<file path="src/rtl/ibc_pkg.sv">
// Shared types, register codes and reset constants of the IMU bias calibration core.
`timescale 1ns / 1ps

package ibc_pkg;

  localparam int unsigned BiasW   = 16;
  localparam int unsigned StepW   = 7;
  localparam int unsigned CountW  = 8;
  localparam int unsigned NumAxes = 3;
  localparam int unsigned CfgIdxW = 3;
  localparam int unsigned CfgW    = 16;

  typedef logic signed [BiasW-1:0] bias_t;
  typedef logic [StepW-1:0]        step_t;
  typedef logic [CountW-1:0]       count_t;

  // Configuration register indexes.
  typedef enum logic [CfgIdxW-1:0] {
    CfgAccelStartX  = 3'd0,
    CfgAccelStartY  = 3'd1,
    CfgAccelStartZ  = 3'd2,
    CfgCoarseStep   = 3'd3,
    CfgFineStep     = 3'd4,
    CfgFineAfter    = 3'd5,
    CfgTotalSamples = 3'd6,
    CfgGravityTgt   = 3'd7
  } cfg_idx_e;

  localparam step_t  CoarseStepRst   = 7'd10;
  localparam step_t  FineStepRst     = 7'd2;
  localparam count_t FineAfterRst    = 8'd100;
  localparam count_t TotalSamplesRst = 8'd200;
  localparam bias_t  GravityTgtRst   = 16'sd16384;

  // Gyro lanes always step by one count.
  localparam step_t  GyroStep        = 7'd1;

  typedef struct packed {
    bias_t  accel_start_x;
    bias_t  accel_start_y;
    bias_t  accel_start_z;
    step_t  coarse_step;
    step_t  fine_step;
    count_t fine_after;
    count_t total_samples;
    bias_t  gravity_target;
  } cfg_t;

  typedef struct packed {
    bias_t [NumAxes-1:0] acc_offs;
    bias_t [NumAxes-1:0] gyr_offs;
    count_t              samples_seen;
    logic                done_res;
  } result_t;

  typedef struct packed {
    count_t count;
    logic   active;
  } stat_t;

endpackage

</file>
<file path="src/rtl/ibc_lane.sv">
// One axis lane: moves a bias one saturating step against the sign of its residual, or holds it inside the deadband.
`timescale 1ns / 1ps

module ibc_lane
  import ibc_pkg::*;
(
  input  bias_t bias_i,
  input  bias_t reading_i,
  input  bias_t target_i,
  input  logic  deadband_i,
  input  step_t step_i,
  output bias_t bias_o
);

  logic signed [BiasW:0]   resid;
  logic signed [BiasW:0]   thr;
  logic signed [BiasW+1:0] sum;
  logic signed [BiasW+1:0] step_ext;
  logic                    above;
  logic                    below;

  localparam logic signed [BiasW+1:0] SatMax = (BiasW+2)'(2 ** (BiasW - 1) - 1);
  localparam logic signed [BiasW+1:0] SatMin = -(BiasW+2)'(2 ** (BiasW - 1));

  always_comb begin
    resid    = (BiasW+1)'(reading_i) - (BiasW+1)'(target_i);
    thr      = deadband_i ? (BiasW+1)'(1) : '0;
    above    = resid > thr;
    below    = resid < -thr;
    step_ext = $signed({{(BiasW+2-StepW){1'b0}}, step_i});
    if (above) begin
      sum = (BiasW+2)'(bias_i) - step_ext;
    end else if (below) begin
      sum = (BiasW+2)'(bias_i) + step_ext;
    end else begin
      sum = (BiasW+2)'(bias_i);
    end
    if (sum > SatMax) begin
      bias_o = bias_t'(SatMax[BiasW-1:0]);
    end else if (sum < SatMin) begin
      bias_o = bias_t'(SatMin[BiasW-1:0]);
    end else begin
      bias_o = sum[BiasW-1:0];
    end
  end

endmodule

</file>
<file path="src/rtl/ibc_merge.sv">
// Bias and sample-count state: merges the lane results into the next state and the result item.
`timescale 1ns / 1ps

module ibc_merge
  import ibc_pkg::*;
(
  input  logic                clk_i,
  input  logic                rst_ni,
  input  logic                item_acc_i,
  input  logic                start_i,
  input  cfg_t                cfg_i,
  input  bias_t [NumAxes-1:0] accel_new_i,
  input  bias_t [NumAxes-1:0] gyro_new_i,
  output bias_t [NumAxes-1:0] acc_offs_o,
  output bias_t [NumAxes-1:0] gyr_offs_o,
  output step_t               step_o,
  output stat_t               stat_o,
  output result_t             res_o
);

  bias_t [NumAxes-1:0] accel_q, accel_d;
  bias_t [NumAxes-1:0] gyro_q, gyro_d;
  count_t              count_q, count_d;
  logic                active;

  assign active = count_q < cfg_i.total_samples;
  assign step_o = (count_q >= cfg_i.fine_after) ? cfg_i.fine_step : cfg_i.coarse_step;

  always_comb begin
    accel_d = accel_q;
    gyro_d  = gyro_q;
    count_d = count_q;
    if (item_acc_i) begin
      if (start_i) begin
        accel_d = {cfg_i.accel_start_z, cfg_i.accel_start_y, cfg_i.accel_start_x};
        gyro_d  = '0;
        count_d = '0;
      end else if (active) begin
        accel_d = accel_new_i;
        gyro_d  = gyro_new_i;
        count_d = count_q + count_t'(1);
      end
    end
  end

  always_ff @(posedge clk_i or negedge rst_ni) begin
    if (!rst_ni) begin
      accel_q <= '0;
      gyro_q  <= '0;
      count_q <= '0;
    end else begin
      accel_q <= accel_d;
      gyro_q  <= gyro_d;
      count_q <= count_d;
    end
  end

  assign acc_offs_o = accel_q;
  assign gyr_offs_o = gyro_q;
  assign stat_o     = '{count: count_q, active: active};

  always_comb begin
    res_o.acc_offs     = accel_d;
    res_o.gyr_offs     = gyro_d;
    res_o.samples_seen = count_d;
    res_o.done_res     = count_d >= cfg_i.total_samples;
  end

endmodule

</file>
<file path="src/rtl/imu_bias_calibration_core.sv">
// Top level of the IMU bias calibration core: configuration, six axis lanes, state and output.
`timescale 1ns / 1ps
// The result item of an accepted input item is registered and valid in the cycle after acceptance.
// Throughput: one item per cycle except while a stall blocks the input, as described below.
// The output register frees itself in the cycle it is taken, so a stall only blocks the input
// while a finished result is still waiting on the master side.
// Reset (asynchronous, active low): biases and sample count clear to zero, the configuration
// registers take their default values and the output register is empty.

module imu_bias_calibration_core
  import ibc_pkg::*;
(
  input  logic               clk_i,
  input  logic               rst_ni,
  // Configuration write port.
  input  logic               cfg_we_i,
  input  logic [CfgIdxW-1:0] cfg_idx_i,
  input  logic [CfgW-1:0]    cfg_wdata_i,
  // Input item stream.
  input  logic               s_axis_tvalid,
  output logic               s_axis_tready,
  // tdata, lowest bit up: accel_x, accel_y, accel_z, gyro_x, gyro_y, gyro_z.
  input  logic [95:0]        s_axis_tdata,
  // tuser: action (0 = sample, 1 = start a new run).
  input  logic               s_axis_tuser,
  // Result item stream.
  output logic               m_axis_tvalid,
  input  logic               m_axis_tready,
  // tdata, lowest bit up: bias_accel_x, bias_accel_y, bias_accel_z, bias_gyro_x,
  // bias_gyro_y, bias_gyro_z, samples_seen, done_res, then seven zero bits.
  output logic [111:0]       m_axis_tdata
);

  // Configuration registers. Write them only while the core is idle; the core itself does not enforce this.
  cfg_t cfg_q;

  always_ff @(posedge clk_i or negedge rst_ni) begin
    if (!rst_ni) begin
      cfg_q.accel_start_x  <= '0;
      cfg_q.accel_start_y  <= '0;
      cfg_q.accel_start_z  <= '0;
      cfg_q.coarse_step    <= CoarseStepRst;
      cfg_q.fine_step      <= FineStepRst;
      cfg_q.fine_after     <= FineAfterRst;
      cfg_q.total_samples  <= TotalSamplesRst;
      cfg_q.gravity_target <= GravityTgtRst;
    end else if (cfg_we_i) begin
      unique case (cfg_idx_e'(cfg_idx_i))
        CfgAccelStartX:  cfg_q.accel_start_x  <= cfg_wdata_i;
        CfgAccelStartY:  cfg_q.accel_start_y  <= cfg_wdata_i;
        CfgAccelStartZ:  cfg_q.accel_start_z  <= cfg_wdata_i;
        CfgCoarseStep:   cfg_q.coarse_step    <= cfg_wdata_i[StepW-1:0];
        CfgFineStep:     cfg_q.fine_step      <= cfg_wdata_i[StepW-1:0];
        CfgFineAfter:    cfg_q.fine_after     <= cfg_wdata_i[CountW-1:0];
        CfgTotalSamples: cfg_q.total_samples  <= cfg_wdata_i[CountW-1:0];
        CfgGravityTgt:   cfg_q.gravity_target <= cfg_wdata_i;
        default: ;
      endcase
    end
  end

  // Handshake. A new item enters whenever the output register is empty or being emptied.
  logic    out_valid_q;
  result_t res_q;
  logic    item_acc;

  assign s_axis_tready = !out_valid_q || m_axis_tready;
  assign item_acc      = s_axis_tvalid && s_axis_tready;

  // Lanes: three accelerometer lanes share the phase step, three gyro lanes use a
  // fixed unit step with a deadband of one count around zero.
  bias_t [NumAxes-1:0] acc_offs, gyr_offs;
  bias_t [NumAxes-1:0] accel_new, gyro_new;
  step_t               acc_step;
  stat_t               stat;
  result_t             res_next;

  for (genvar i = 0; i < NumAxes; i++) begin : g_lane
    bias_t accel_tgt;
    assign accel_tgt = (i == NumAxes - 1) ? cfg_q.gravity_target : '0;

    ibc_lane u_accel_lane (
      .bias_i     (acc_offs[i]),
      .reading_i  (s_axis_tdata[BiasW*i +: BiasW]),
      .target_i   (accel_tgt),
      .deadband_i (1'b0),
      .step_i     (acc_step),
      .bias_o     (accel_new[i])
    );

    ibc_lane u_gyro_lane (
      .bias_i     (gyr_offs[i]),
      .reading_i  (s_axis_tdata[BiasW*(NumAxes+i) +: BiasW]),
      .target_i   ('0),
      .deadband_i (1'b1),
      .step_i     (GyroStep),
      .bias_o     (gyro_new[i])
    );
  end

  // State and merge: a start item reloads the run, a sample of an active run takes the
  // lane results, and any other sample leaves the state as it is.
  ibc_merge u_merge (
    .clk_i        (clk_i),
    .rst_ni       (rst_ni),
    .item_acc_i   (item_acc),
    .start_i      (s_axis_tuser),
    .cfg_i        (cfg_q),
    .accel_new_i  (accel_new),
    .gyro_new_i   (gyro_new),
    .acc_offs_o   (acc_offs),
    .gyr_offs_o   (gyr_offs),
    .step_o       (acc_step),
    .stat_o       (stat),
    .res_o        (res_next)
  );

  // Output register.
  always_ff @(posedge clk_i or negedge rst_ni) begin
    if (!rst_ni) begin
      out_valid_q <= 1'b0;
    end else if (item_acc) begin
      out_valid_q <= 1'b1;
    end else if (m_axis_tready) begin
      out_valid_q <= 1'b0;
    end
  end

  always_ff @(posedge clk_i) begin
    if (item_acc) begin
      res_q <= res_next;
    end
  end

  assign m_axis_tvalid = out_valid_q;
  assign m_axis_tdata  = {7'b0, res_q.done_res, res_q.samples_seen,
                          res_q.gyr_offs[2], res_q.gyr_offs[1], res_q.gyr_offs[0],
                          res_q.acc_offs[2], res_q.acc_offs[1], res_q.acc_offs[0]};

`ifndef SYNTH
  // Every accepted item leaves a result in the output register.
  a_result_follows: assert property (@(posedge clk_i) disable iff (!rst_ni)
    item_acc |=> m_axis_tvalid)
    else $error("accepted item produced no result");

  // A start item always reports an empty run.
  a_start_clears: assert property (@(posedge clk_i) disable iff (!rst_ni)
    item_acc && s_axis_tuser |=> res_q.samples_seen == '0 && stat.count == '0)
    else $error("start item did not clear the sample count");

  // A sample of an active run advances the count by exactly one.
  a_sample_counts: assert property (@(posedge clk_i) disable iff (!rst_ni)
    item_acc && !s_axis_tuser && stat.active
      |=> stat.count == count_t'($past(stat.count) + count_t'(1)))
    else $error("active sample did not advance the count");

  // A sample after the run is done leaves the count alone.
  a_done_holds: assert property (@(posedge clk_i) disable iff (!rst_ni)
    item_acc && !s_axis_tuser && !stat.active |=> $stable(stat.count))
    else $error("sample after done changed the count");
`endif

endmodule

</file>
<file path="config.mk">
export PLATFORM = sky130hd
export DESIGN_NAME = imu_bias_calibration_core
export DESIGN_NICKNAME = d
export VERILOG_FILES = /design/src/rtl/ibc_pkg.sv /design/src/rtl/ibc_lane.sv /design/src/rtl/ibc_merge.sv /design/src/rtl/imu_bias_calibration_core.sv
export SDC_FILE = /design/constraint.sdc
export NUM_CORES = 1
export LEC_CHECK = 0
export BUFFER_PORTS_ARGS = -buffer_cell sky130_fd_sc_hd__buf_2
export CORE_ASPECT_RATIO = 0.6
export CORE_MARGIN = 3
export CORE_UTILIZATION = 59
export CTS_CLUSTER_DIAMETER = 50
export DETAILED_ROUTE_END_ITERATION = 6
export GPL_TIMING_DRIVEN = 1
export PLACE_DENSITY = 0.81
export SYNTH_ARGS = -nofsm -noshare
export SYNTH_HDL_FRONTEND = slang
export SYNTH_SLANG_ARGS = --single-unit
</file>
<file path="constraint.sdc">
create_clock -name clk_i -period 8 [get_ports clk_i]
set_input_delay 0.8 -clock clk_i [delete_from_list [all_inputs] [get_ports clk_i]]
set_output_delay 0.8 -clock clk_i [all_outputs]
set_load 0.01 [all_outputs]
</file>
## After elaboration in Yosys (flattened, before gate mapping)

Index checks and enable logic that the tools add are counted.

- $lt $le $gt $ge: 27
- $add $sub $neg: 14
- Mux-type cells: 36
- Reduce and logical (&&, ||, !) cells: 13
- Equal/unequal tests: 7

Operators with widths:

| operator | count |
|---|---|
| $mux W48 | 6 |
| $mux W18 | 12 |
| $mux W16 | 12 |
| $gt A18 B16 Y1 const B | 6 |
| $lt A18 B16 Y1 const B | 6 |
| $lt A16 B1 Y1 const B | 5 |
| $add A16 B2 Y17 const B | 3 |
| $add A16 B8 Y17 | 3 |
| $sub A16 B2 Y17 const B | 3 |
| $sub A16 B8 Y17 | 3 |
| $gt A16 B2 Y1 const B | 3 |
| $gt A16 B1 Y1 const B | 2 |
| $mux W8 | 3 |
| $gt A17 B1 Y1 const B | 1 |
| $lt A17 B1 Y1 const B | 1 |
| $sub A16 B16 Y17 | 1 |
| $ge A8 B8 Y1 | 2 |
| $reduce_and A2 Y1 | 8 |
| $eq A3 B3 Y1 const B | 4 |
| $add A8 B1 Y8 const B | 1 |
| $lt A8 B8 Y1 | 1 |
| $mux W7 | 1 |
| $eq A3 B2 Y1 const B | 2 |
| $eq A3 B1 Y1 const B | 1 |
| 6 further kinds | 7 |

- Input port bits: 121
- Output and inout bits: 114
- Register bits after elaboration: 304
- Word-level logic and storage cells: 121

## Longest topological paths before layout

Gate-level depths: netlist of run 1.

- Depth after elaboration: 11
- Mapped depth: 27
- Gate-level depth less buffers: 25

## Modules after synthesis

From an unflattened synthesis of run 1, not the netlist that was laid out.

- Cells, all modules: 3226
- Area total of the unflattened synthesis: 28881.4 um^2

Modules (own cells, without submodules):

| module | seq. area each (um^2) | instances | area each (um^2) | cells an instance |
|---|---|---|---|---|
| ibc_lane at g_lane[0].u_accel_lane ... | 0.0 | 4 | 2707.6 | 389 |
| imu_bias_calibration_core | 5542.8 | 1 | 6895.4 | 325 |
| ibc_merge | 2602.5 | 1 | 5576.6 | 575 |
| ibc_lane at g_lane[2].u_gyro_lane | 0.0 | 1 | 2796.4 | 381 |
| ibc_lane at g_lane[1].u_accel_lane | 0.0 | 1 | 2782.7 | 389 |

## Worst setup path after synthesis of run 1

OpenSTA, ideal clock, no wires.

- Path type: register to register
- From: register u_merge.count_q[0]
- To: register res_q (netlist bit m_axis_tdata[10]) (data pin)
- Clock period less this slack: 5636 ps
- Arrival: 5459 ps
- Setup time: 177 ps
- Cell stages (with the launch flop): 25
- Required time: 7823 ps
- Path slack: 2364 ps
- Buffers on the path: 2
- Cell sequence: dfrtp_1 inv_1 ha_1 nand2b_1 a21o_1 a21o_1 a21o_1 a21oi_1 nor2b_1 o21ai_0 nand2b_1 a21oi_1 clkbuf_1 mux2_2 ha_1 a21o_1 a21o_1 a21o_1 a2111oi_0 nor4_1 a32o_1 o31ai_1 clkbuf_1 a211oi_1 nor3b_1

RTL lines:

| element | line | text |
|---|---|---|
| from (decl) | ibc_merge.sv:23 | `count_t count_q, count_d;` |
| from (signal assigned) | ibc_merge.sv:54 | `count_q <= count_d;` |
| to (signal assigned) | imu_bias_calibration_core.sv:131 | `res_q <= res_next;` |
| to (decl) | imu_bias_calibration_core.sv:64 | `result_t res_q;` |

==> flow_metrics.tcl, run 1 <==
set metrics [dict create \
    status "finished, final reports clean" \
    root_buffer "clkbuf_16" \
    setup_viol 0 \
    power_density_mw_per_mm2 339 \
    totalWireLength_um 56600 \
    yosysWarnings 0 \
    vias_per_cell 6.61 \
    worstPathRequired_ps 8270 \
    grt_pass1_wl_um 88000 \
    final_design_area_no_fill_sq_mm 0.0209 \
    grt_pass1_vias 15600 \
    p_sw_share_pct 41.9 \
    fin_nets 2272 \
    coreArea_sq_mm 0.0303 \
    maxSlewViolCount 0 \
    cp_data_arrival_time_ps 6560 \
    hold_class "in -> async" \
    cts_tree "built" \
    synthesis.area_sq_mm 0.0183 \
    fmax_ghz 0.159 \
    max-cap-violations 0 \
    seq_power_share_pct 35.3 \
    drc_errors 0 \
    hold_buffers 0 \
    fin_worst_skew_ps 15.5 \
    busiest_layer "met1" \
    clock_latency_ps 590 \
    ios 235 \
    grt-ovfl-total 0 \
    die_y_um 143 \
    drt_first_pass_iters 6 \
    p_leak_nw 8.85 \
    endpoint_kind "flip-flop" \
    gp_congestion 1.02 \
    clk_pin_slew_ps 70 \
    ys_ff_latch 304 \
    hpwlAfterDp_um 40300 \
    antenna_found_initial 1 \
    use_met1_pct 50.9 \
    dieArea_sq_mm 0.0333 \
    critical_path_class "reg -> reg" \
    grt_max_degree 71 \
    finalHoldViolations 0 \
    synthDistinctLibCells 95 \
    setup_tns_ps 0 \
    worstMarginPinSlew_ps 1110 \
    p_switching_mw 2.97 \
    io_buffers 227 \
    async_reset_ff_share_pct 65.5 \
    ff2ff_path_depth 24 \
    yosysSeqAreaShare_pct 44.4 \
    use_met2_pct 47.8 \
    period_share_pct 78.6 \
    cts.sinks 304 \
    synth_edf_count 105 \
    rsz0062_at_grt "false" \
    synth_area_leaders "dfrtp_1, edfxtp_1, mux2_2, ha_1, a21oi_1" \
    period_minus_slack_ps 6290 \
    startpoint_type "flip-flop" \
    synthFlopType "dfrtp_1" \
    synth.top_cell.area_share_pct 25.8 \
    rows 49 \
    relSlewSlack_pct 25.8 \
    cts_resized 0 \
    yosysTopAreaCell "dfrtp_1" \
    final_antenna_net_count 0 \
    cts_setup_buffers 0 \
    reg2reg_from "u_merge.count_q[0]" \
    clk_path_buf_depth 3 \
    netlist_instances 1851 \
    yosysMostFrequentCell "dfrtp_1" \
    combinationalPowerShare_pct 43.1 \
    synth.avg_cell_area_sq_um 9.90 \
    gr-usage-all-layers_pct 33.7 \
    worstSetupStartpoint "u_merge.count_q[0]" \
    cts_max_level 1 \
    start_util_pct 60.5 \
    chipWidth_um 234 \
    yosys-top-cells-count "dfrtp_1, nand2_1, a21oi_1" \
    area_growth_pct 13.9 \
    cp_max_fo 13 \
    vias 16400 \
    diodes 0 \
    routedWlPerCell_um 22.8 \
    grtUsageMet3_pct 9.88 \
    ir_worst_vdd_v 0.000190 \
    p_int_mw 4.12 \
    drt_iter0_markers 2221 \
    drive_gt1_share_pct 22.4 \
    numCtsBuffers 31 \
    dpl_cell_area_sq_mm 0.0198 \
    clkPwrFrac_pct 21.5 \
]
==> metal layers <==
| layer | vias to the layer above | part of all wire, % |
|---|---|---|
| li1 | 7393 | - |
| met1 | 7929 | 44 |
| met2 | 972 | 41 |
| met3 | 138 | 12 |
| met4 | 0 | 2.9 |
| met5 | - | 0 |
==> cell families (layout without fill, tap and decap cells) <==
logic type      after synthesis  count (layout)  synth area share (%)
other cells                   1               7                0.0205
mux                         115             115                  6.99
xor+xnor                     40              40                  1.95
fa+ha+maj                   102             102                  7.21
buf+inv                     170             390                  3.97
compound gates              558             558                  20.3
simple gates                561             561                  15.2
flops                       304             304                  44.4
==> path summary, 6_finish.rpt <==
| check | end | slack (ps) |
|---|---|---|
| hold / removal | u_merge.gyr_offs_o[5] | 250 |
| max in group asynchronous | u_merge.gyr_offs_o[14] | 6410 |
| setup reg to reg | m_axis_tdata[25] | 1710 |
| min in group clk_i | m_axis_tvalid | 440 |
| hold reg to reg | cfg_q[61] | 510 |
| setup / recovery | m_axis_tdata[25] | 1710 |
==> final cells by class <==
cell class	instances	area (sq um)
multi-input combinational	1383	9540
inverter	82	310
clock buffer	33	803
clock inverter	25	256
tap	408	510
sequential	304	8150
timing repair buffer	250	1320
fill	2342	9410
==> flip-flops by register name (all words and copies together), names as in the netlist <==
name,count
m_axis_tdata,105
u_merge.count_q,8
g_lane.accel_tgt,16
cfg_q,78
u_merge.gyr_offs_o,48
m_axis_tvalid,1
u_merge.acc_offs_o,48
==> cells in the final DEF (no fill, tap or decap), drive strengths merged, types with 18 or more instances in the layout <==
cell,n
nand4,32
o22ai,45
nand2,155
mux2,104
nand2b,19
nor4,33
or3,22
nor3,57
nand3,42
dfrtp,189
a21oi,136
edfxtp,105
xnor2,18
clkbuf,34
a31oi,25
a22oi,25
buf,249
nor2,131
a21o,29
xor2,22
o21ai,110
ha,92
inv,89
a211oi,32
==> power groups by stage <==
stage                     clock network [mW]  logic (mW)  registers, mW
final                                   1.53        3.06           2.51
after global placement                     0        2.85           2.49
after global routing                    1.60        3.35           2.56
after floorplan                            0        2.18           2.40
after CTS                               1.53        2.97           2.49
after detailed placement                   0        2.94           2.51
==> stage by stage <==
stage | hold slack, ps | worst slack (ps) | power [mW] | utilization, % | cells
floorplan | 468 | 2360 | 4.58 | - | 1857
global route | 292 | 1270 | 7.51 | 68.9 | 2485
detailed placement | 490 | 1850 | 5.45 | 65.4 | 2427
global placement | 488 | 2080 | 5.34 | 65.4 | 2427
finish | 246 | 1710 | 7.09 | 68.9 | 2485
CTS | 256 | 1830 | 6.99 | 68.9 | 2485
==> worst max-delay path: stages, from the launching register on <==
cell	delay (ps)
dfrtp_1	450
inv_1	70
ha_1	270
nand2b_1	140
a21o_1	170
a21o_1	170
a21o_1	170
a21oi_1	130
nor2b_1	50
o21ai_0	150
nand2b_1	90
a21oi_1	160
buf_4	240
mux2_2	460
ha_1	330
a21o_1	180
a21oi_1	300
o21bai_1	150
a2111o_1	440
nand3_1	110
a2bb2oi_1	330
xor2_1	330
nand2_1	170
nor2_1	720
nor4b_1	200
Note: power is estimated with default switching activity, not from simulation.
==> inputs of run 2 (changes only) <==
--- a/config.mk
+++ b/config.mk
@@ -5,14 +5,15 @@
 export SDC_FILE = /design/constraint.sdc
 export NUM_CORES = 1
 export LEC_CHECK = 0
+export ABC_AREA = 1
 export BUFFER_PORTS_ARGS = -buffer_cell sky130_fd_sc_hd__buf_2
 export CORE_ASPECT_RATIO = 0.6
 export CORE_MARGIN = 3
-export CORE_UTILIZATION = 59
+export CORE_UTILIZATION = 60
 export CTS_CLUSTER_DIAMETER = 50
 export DETAILED_ROUTE_END_ITERATION = 6
 export GPL_TIMING_DRIVEN = 1
-export PLACE_DENSITY = 0.81
+export PLACE_DENSITY = 0.82
 export SYNTH_ARGS = -nofsm -noshare
 export SYNTH_HDL_FRONTEND = slang
 export SYNTH_SLANG_ARGS = --single-unit
==> constraint.sdc (replaced) <==
create_clock -name clk_i -period 5.8 [get_ports clk_i]
set_input_delay 0.58 -clock clk_i [delete_from_list [all_inputs] [get_ports clk_i]]
set_output_delay 0.58 -clock clk_i [all_outputs]
set_load 0.01 [all_outputs]
==> run 2 against run 1 <==
- the run now ends with DRC left
- count of clock-buffer cells in the layout increased by 9
- via count increased by 17%
- total power increased by 52%
- worst hold slack got worse by 200 ps
- worst setup slack got worse by 1200 ps
- global-route usage decreased by 1.2 points
- wire length increased by 4.5%
- core utilization decreased by 0.45 points
- critical path type unchanged
- largest cell class unchanged
- highest routed layer unchanged
==> flow_metrics.tcl, run 2 <==
set metrics [dict create \
    status "finished, violations left" \
    violations "DRC" \
    synth_edf_count 105 \
    totalWireLength_um 59100 \
    combinationalPowerShare_pct 46.7 \
    area_growth_pct 11.7 \
    synth.avg_cell_area_sq_um 7.46 \
    fin_worst_skew_ps 19.3 \
    root_buffer "clkbuf_16" \
    clk_path_buf_depth 3 \
    final_antenna_net_count 0 \
    startpoint_type "flip-flop" \
    critical_path_class "reg -> reg" \
    period_share_pct 90.3 \
    power_density_mw_per_mm2 481 \
    ios 235 \
    crit_top_cell "nand2_1" \
    drc_errors 29 \
    antenna_found_initial 1 \
    dieArea_sq_mm 0.0357 \
    layout_common_cells "nand2_1, inv_1, o21ai_0, buf_2, nor2_1" \
    p_sw_share_pct 45.5 \
    cts_max_level 2 \
    fin_nets 3066 \
    yosysMostFrequentCell "nand2_1" \
    synthFlopType "dfrtp_1" \
    yosysTopAreaCell "dfrtp_1" \
    vias_per_cell 5.81 \
    fin_hold_ws_ps 49.4 \
    endpoint_kind "flip-flop" \
    die_y_um 148 \
    grt_max_degree 126 \
    cts.sinks 304 \
    rsz0062_at_grt "false" \
    hold_class "in -> async" \
    cp_max_fo 14 \
    synth_area_leaders "dfrtp_1, edfxtp_1, nand2_1, o21ai_0, ha_1" \
    cts_setup_buffers 0 \
    final_common_cell "nand2_1" \
    yosysSeqAreaShare_pct 40.6 \
    synthDistinctLibCells 58 \
    p_leak_nw 11.0 \
    setup_viol 0 \
    numCtsBuffers 34 \
    maxSlewViolCount 0 \
    grt_pass1_wl_um 94000 \
    yosysWarnings 0 \
    fmax_ghz 0.191 \
    worstMarginPinSlew_ps 1280 \
    synthesis.area_sq_mm 0.0200 \
    ys_ff_latch 304 \
    max_stage_delay_ps 540 \
    drt_first_pass_iters 7 \
    ir_worst_vdd_v 0.000301 \
    routedWlPerCell_um 17.8 \
    drive_gt1_share_pct 12.2 \
    io_buffers 227 \
    cp_data_arrival_time_ps 5530 \
    p_int_mw 5.87 \
    start_util_pct 61.3 \
    synth.top_cell.area_share_pct 23.6 \
    clkPwrFrac_pct 20.1 \
    yosys-top-cells-count "nand2_1, inv_1, o21ai_0" \
    grt-ovfl-total 0 \
    grt_pass1_vias 17500 \
    rows 51 \
    period_minus_slack_ps 5240 \
    cts_resized 0 \
    clock_latency_ps 540 \
    chipWidth_um 242 \
    relSlewSlack_pct 14.5 \
    max-cap-violations 0 \
    seq_power_share_pct 33.2 \
    cts_tree "built" \
    worstPathRequired_ps 6090 \
    hpwlAfterDp_um 41900 \
    largest_reg_flops 105 \
    drt_iter0_markers 2753 \
    gr-usage-all-layers_pct 32.6 \
    setup_tns_ps 0 \
    p_switching_mw 4.89 \
    finalHoldViolations 0 \
    coreArea_sq_mm 0.0327 \
    cp_slowest_cell "nand3_1" \
    vias 19300 \
    clk_pin_slew_ps 70 \
    async_reset_ff_share_pct 65.5 \
    netlist_instances 2688 \
    gp_congestion 1.01 \
    hold_buffers 0 \
]
-- run 2: cell count changes after synthesis, sizes merged, moves of 27 or more --
| cell | delta |
|---|---|
| xor2 | +65 |
| inv | +194 |
| o21ai | +151 |
| buf | +27 |
| nand3 | +103 |
| mux2 | -103 |
| nand2 | +636 |
| a211oi | -28 |
| nor2 | +84 |
-- run 2: per-stage QoR --
stage	std cells	setup slack (ps)	utilization, %	total power [mW]	cell area, sq um
final	3323	561	68.5	10.8	22400
after global routing	3323	176	68.5	11.6	22400
after CTS	3322	666	68.5	10.6	22400
after detailed placement	3260	701	65.1	8.42	21300
after global placement	3260	864	65.1	8.31	21300
after floorplan	2694	1050	-	7.18	20100
-- run 2: critical path, delay by kind of cell (launching register included) --
kind | cells | cell delay [ps]
muxes | 1 | 400
DFF | 1 | 450
buffers and inverters | 3 | 320
adders and majority gates | 3 | 900
AOI/OAI and AO/OA | 9 | 1270
and+or+nand+nor | 13 | 1640
-- run 2: worst paths after layout --
check / depth (start not counted) / end / startpoint / slack [ps]
setup / recovery: 29 / m_axis_tdata[6] / u_merge.count_q[1] / 560
hold / removal: 1 / u_merge.gyr_offs_o[21] / rst_ni / 50
setup reg to reg: 29 / m_axis_tdata[6] / u_merge.count_q[1] / 560
hold reg to reg: 2 / cfg_q[78] / cfg_q[78] / 490
max in group asynchronous: 2 / g_lane[2].accel_tgt[0] / rst_ni / 4590
min in group clk_i: 3 / g_lane[2].accel_tgt[13] / cfg_wdata_i[13] / 260
-- run 2: cell type report --
class / instances / area (sq um)
timing repair buffer: 245 / 1290
inverter: 278 / 1050
fill: 2725 / 10300
clock buffer: 42 / 901
multi-input combinational: 1983 / 10200
sequential: 304 / 8150
clock inverter: 20 / 199
tap: 450 / 563
antenna: 1 / 2.50
-- run 2: metal layers --
layer  part of all wire, %  track usage (%)  up-vias  routed length [um]
met5                     0                0        -                   0
met4                   2.3             7.74        0                1350
met3                    12             7.83      111                7150
met2                    40             45.7     1065               23800
met1                    45             50.7     8951               26800
li1                      -                -     9168                   -
-- run 2: cells by family (layout without fill, tap and decap cells) --
family / count (synthesis) / in the layout / synth area share (%)
AND/OR/NAND/NOR: 1272 / 1272 / 26.4
AO/OA/AOI/OAI: 508 / 508 / 13.7
buffers and inverters: 407 / 585 / 8.54
flip-flops: 304 / 304 / 40.6
adder cells (fa/ha/maj): 99 / 99 / 6.44
XOR/XNOR: 96 / 96 / 4.20
other: 1 / 8 / 0.0187
multiplexers: 1 / 1 / 0.0562
-- run 2: power groups by stage --
stage | sequential, mW | clock (mW) | combinational, mW
3_3_place_gp | 3.55 | 0 | 4.75
5_1_grt | 3.64 | 2.28 | 5.64
3_5_place_dp | 3.56 | 0 | 4.86
2_1_floorplan | 3.32 | 0 | 3.85
4_1_cts | 3.54 | 2.19 | 4.90
6_report | 3.57 | 2.17 | 5.02
==> inputs of run 3 (changes only) <==
--- a/config.mk
+++ b/config.mk
@@ -5,15 +5,14 @@
 export SDC_FILE = /design/constraint.sdc
 export NUM_CORES = 1
 export LEC_CHECK = 0
-export ABC_AREA = 1
 export BUFFER_PORTS_ARGS = -buffer_cell sky130_fd_sc_hd__buf_2
 export CORE_ASPECT_RATIO = 0.6
 export CORE_MARGIN = 3
-export CORE_UTILIZATION = 60
+export CORE_UTILIZATION = 59
 export CTS_CLUSTER_DIAMETER = 50
 export DETAILED_ROUTE_END_ITERATION = 6
 export GPL_TIMING_DRIVEN = 1
-export PLACE_DENSITY = 0.82
+export PLACE_DENSITY = 0.81
 export SYNTH_ARGS = -nofsm -noshare
 export SYNTH_HDL_FRONTEND = slang
 export SYNTH_SLANG_ARGS = --single-unit
==> run 3 against run 2 <==
- first-iteration DRC count fell by 19%
- sequential share of layout area increased by 2.0 points
- highest routed layer is now met5
- register-to-register slack worse by 380 ps
- the run now ends clean
- global-route usage is 2.1 points higher
- total power fell by 6.7%
- worst setup slack got worse by 380 ps
- clock skew down 0.70 ps
- die area down 6.7%
- count of clock-buffer cells in the layout is 9 lower
- core utilization is 1.5 points higher
- sequential power fell by 3%
- worst hold slack got worse by 3.1 ps
==> flow_metrics.tcl, run 3 (synthesized netlist as in run 1, its figures left out) <==
set metrics [dict create \
    status "finished, final reports clean" \
    period_share_pct 97.0 \
    dp_slack_ps 195 \
    fmax_ghz 0.178 \
    dieArea_sq_mm 0.0333 \
    setup_tns_ps 0 \
    fin_hold_ws_ps 46.3 \
    maxSlewViolCount 0 \
    rows 49 \
    worstPathRequired_ps 6100 \
    reg2reg_from "cfg_q[24]" \
    root_buffer "clkbuf_16" \
    io_buffers 227 \
    fin_worst_skew_ps 18.6 \
    drc_errors 0 \
    gp_congestion 1.03 \
    reg2reg_slack_ps 180 \
    critical_path_class "reg -> reg" \
    drt_iter0_markers 2238 \
    power_density_mw_per_mm2 474 \
    grt_max_degree 111 \
    drt_first_pass_iters 7 \
    start_util_pct 60.5 \
    vias_per_cell 6.59 \
    final_antenna_net_count 0 \
    fin_nets 2295 \
    clk_pin_slew_ps 70 \
    totalWireLength_um 58800 \
    seq_power_share_pct 34.7 \
    fin_ws_ps 176 \
    final_common_cell "buf_2" \
    p_switching_mw 4.17 \
    clk_path_buf_depth 3 \
    r2r_end "m_axis_tdata[43]" \
    ios 235 \
    grt_pass1_vias 15500 \
    p_int_mw 5.87 \
    startpoint_type "flip-flop" \
    hold_class "in -> async" \
    coreArea_sq_mm 0.0303 \
    routedWlPerCell_um 23.4 \
    largest_reg_flops 105 \
    ff2ff_path_depth 25 \
    hold_buffers 0 \
    relSlewSlack_pct 15.7 \
    total_power_mw 10.0 \
    clkPwrFrac_pct 21.9 \
    worstMarginPinSlew_ps 1250 \
    cts_max_level 1 \
    numCtsBuffers 31 \
    area_growth_pct 15.6 \
    antenna_found_initial 2 \
    finalHoldViolations 0 \
    cp_data_arrival_time_ps 5930 \
    p_sw_share_pct 41.5 \
    die_y_um 143 \
    max-cap-violations 0 \
    setup_viol 0 \
    cts.sinks 304 \
    hpwlAfterDp_um 42100 \
    combinationalPowerShare_pct 43.5 \
    endpoint_kind "flip-flop" \
    gr-usage-all-layers_pct 34.7 \
    rsz0062_at_grt "true" \
    period_minus_slack_ps 5620 \
    clock_latency_ps 590 \
    grt-ovfl-total 0 \
    layout_common_cells "buf_2, dfrtp_1, nand2_1, a21oi_1, nor2_1" \
    drive_gt1_share_pct 23.6 \
    vias 16500 \
    fill_cells 2269 \
    chipWidth_um 234 \
    cp_max_fo 12 \
    ir_worst_vdd_v 0.000351 \
    p_leak_nw 8.98 \
    cts_tree "built" \
    grt_pass1_wl_um 89900 \
]
[run 3: cell count changes in the layout (fill, tap and decap cells not counted), moves of 24 or more]
cell,delta
nand2_1,-629
inv_1,-189
o21ai_0,-139
mux2_2,+103
nand3_1,-98
nor2_1,-85
xor2_1,-65
buf_4,+28
a21oi_1,-27
a211oi_1,+25
a21o_1,+24
[run 3: how the worst max path moves through the flow]
| stage | from | end | slack, ps | depth (start not counted) |
|---|---|---|---|---|
| floorplan | u_merge.count_q[0] | m_axis_tdata[10] | 160 | 24 |
| global placement | cfg_q[24] | m_axis_tdata[10] | 280 | 24 |
| detailed placement | cfg_q[24] | m_axis_tdata[10] | 200 | 24 |
| CTS | cfg_q[24] | m_axis_tdata[10] | 110 | 24 |
| global route | cfg_q[24] | m_axis_tdata[43] | -50 | 25 |
| finish | cfg_q[24] | m_axis_tdata[43] | 180 | 25 |
[run 3: power by group through the flow]
| stage | combinational (mW) | sequential [mW] | clock, mW |
|---|---|---|---|
| after global placement | 4.03 | 3.46 | 0 |
| after global routing | 4.77 | 3.55 | 2.29 |
| after floorplan | 3.00 | 3.31 | 0 |
| final | 4.36 | 3.48 | 2.19 |
| after CTS | 4.17 | 3.45 | 2.20 |
| after detailed placement | 4.14 | 3.48 | 0 |
[run 3: stage by stage]
step	instance area, sq um	util (%)	std cells
2_1_floorplan	18400	-	1857
3_3_place_gp	20000	66.0	2448
3_5_place_dp	20000	66.0	2448
4_1_cts	21100	69.6	2506
5_1_grt	21200	69.9	2508
6_report	21200	69.9	2509
[run 3: area by class of cell]
class | count | area, sq um | area share [%]
Timing Repair Buffer | 273 | 1500 | 7.09
Antenna cell | 1 | 2.50 | 0.0118
Tap cell | 408 | 510 | 2.41
Multi-Input combinational cell | 1383 | 9610 | 45.4
Sequential cell | 304 | 8150 | 38.4
Clock buffer | 33 | 783 | 3.70
Clock inverter | 25 | 320 | 1.51
Inverter | 82 | 310 | 1.46
[run 3: worst max-delay path: stages, from the launching register on]
cell and delay [ps]:
dfrtp_1 390, ha_1 280, nand2b_1 140, a21o_1 170, a21o_1 180, a21o_1 190
a21oi_1 140, nor2b_1 50, o21ai_0 180, nand2b_1 90, a21oi_1 150, buf_4 150
buf_4 200, mux2_2 400, ha_1 310, inv_1 80, a211oi_2 310, o31a_1 190
nor3_1 90, or4_1 450, o211ai_1 180, o211ai_1 170, o31ai_2 320, buf_4 240
o21a_1 150, o221ai_1 150
[run 3: repair_timing]
| action | in CTS | in global routing |
|---|---|---|
| resized for setup | 0 | 19 |
| buffers inserted | 0 | 2 |
| setup endpoints to repair | 0 | 64 |
[run 3: per-layer routing]
layer / up-vias / track usage [%] / part of all wire [%]
met5: - / 3.13 / 0.26
met2: 1009 / 48.1 / 40
met1: 8023 / 53.4 / 45
met3: 92 / 10.8 / 13
li1: 7414 / - / -
met4: 2 / 6.53 / 1.8
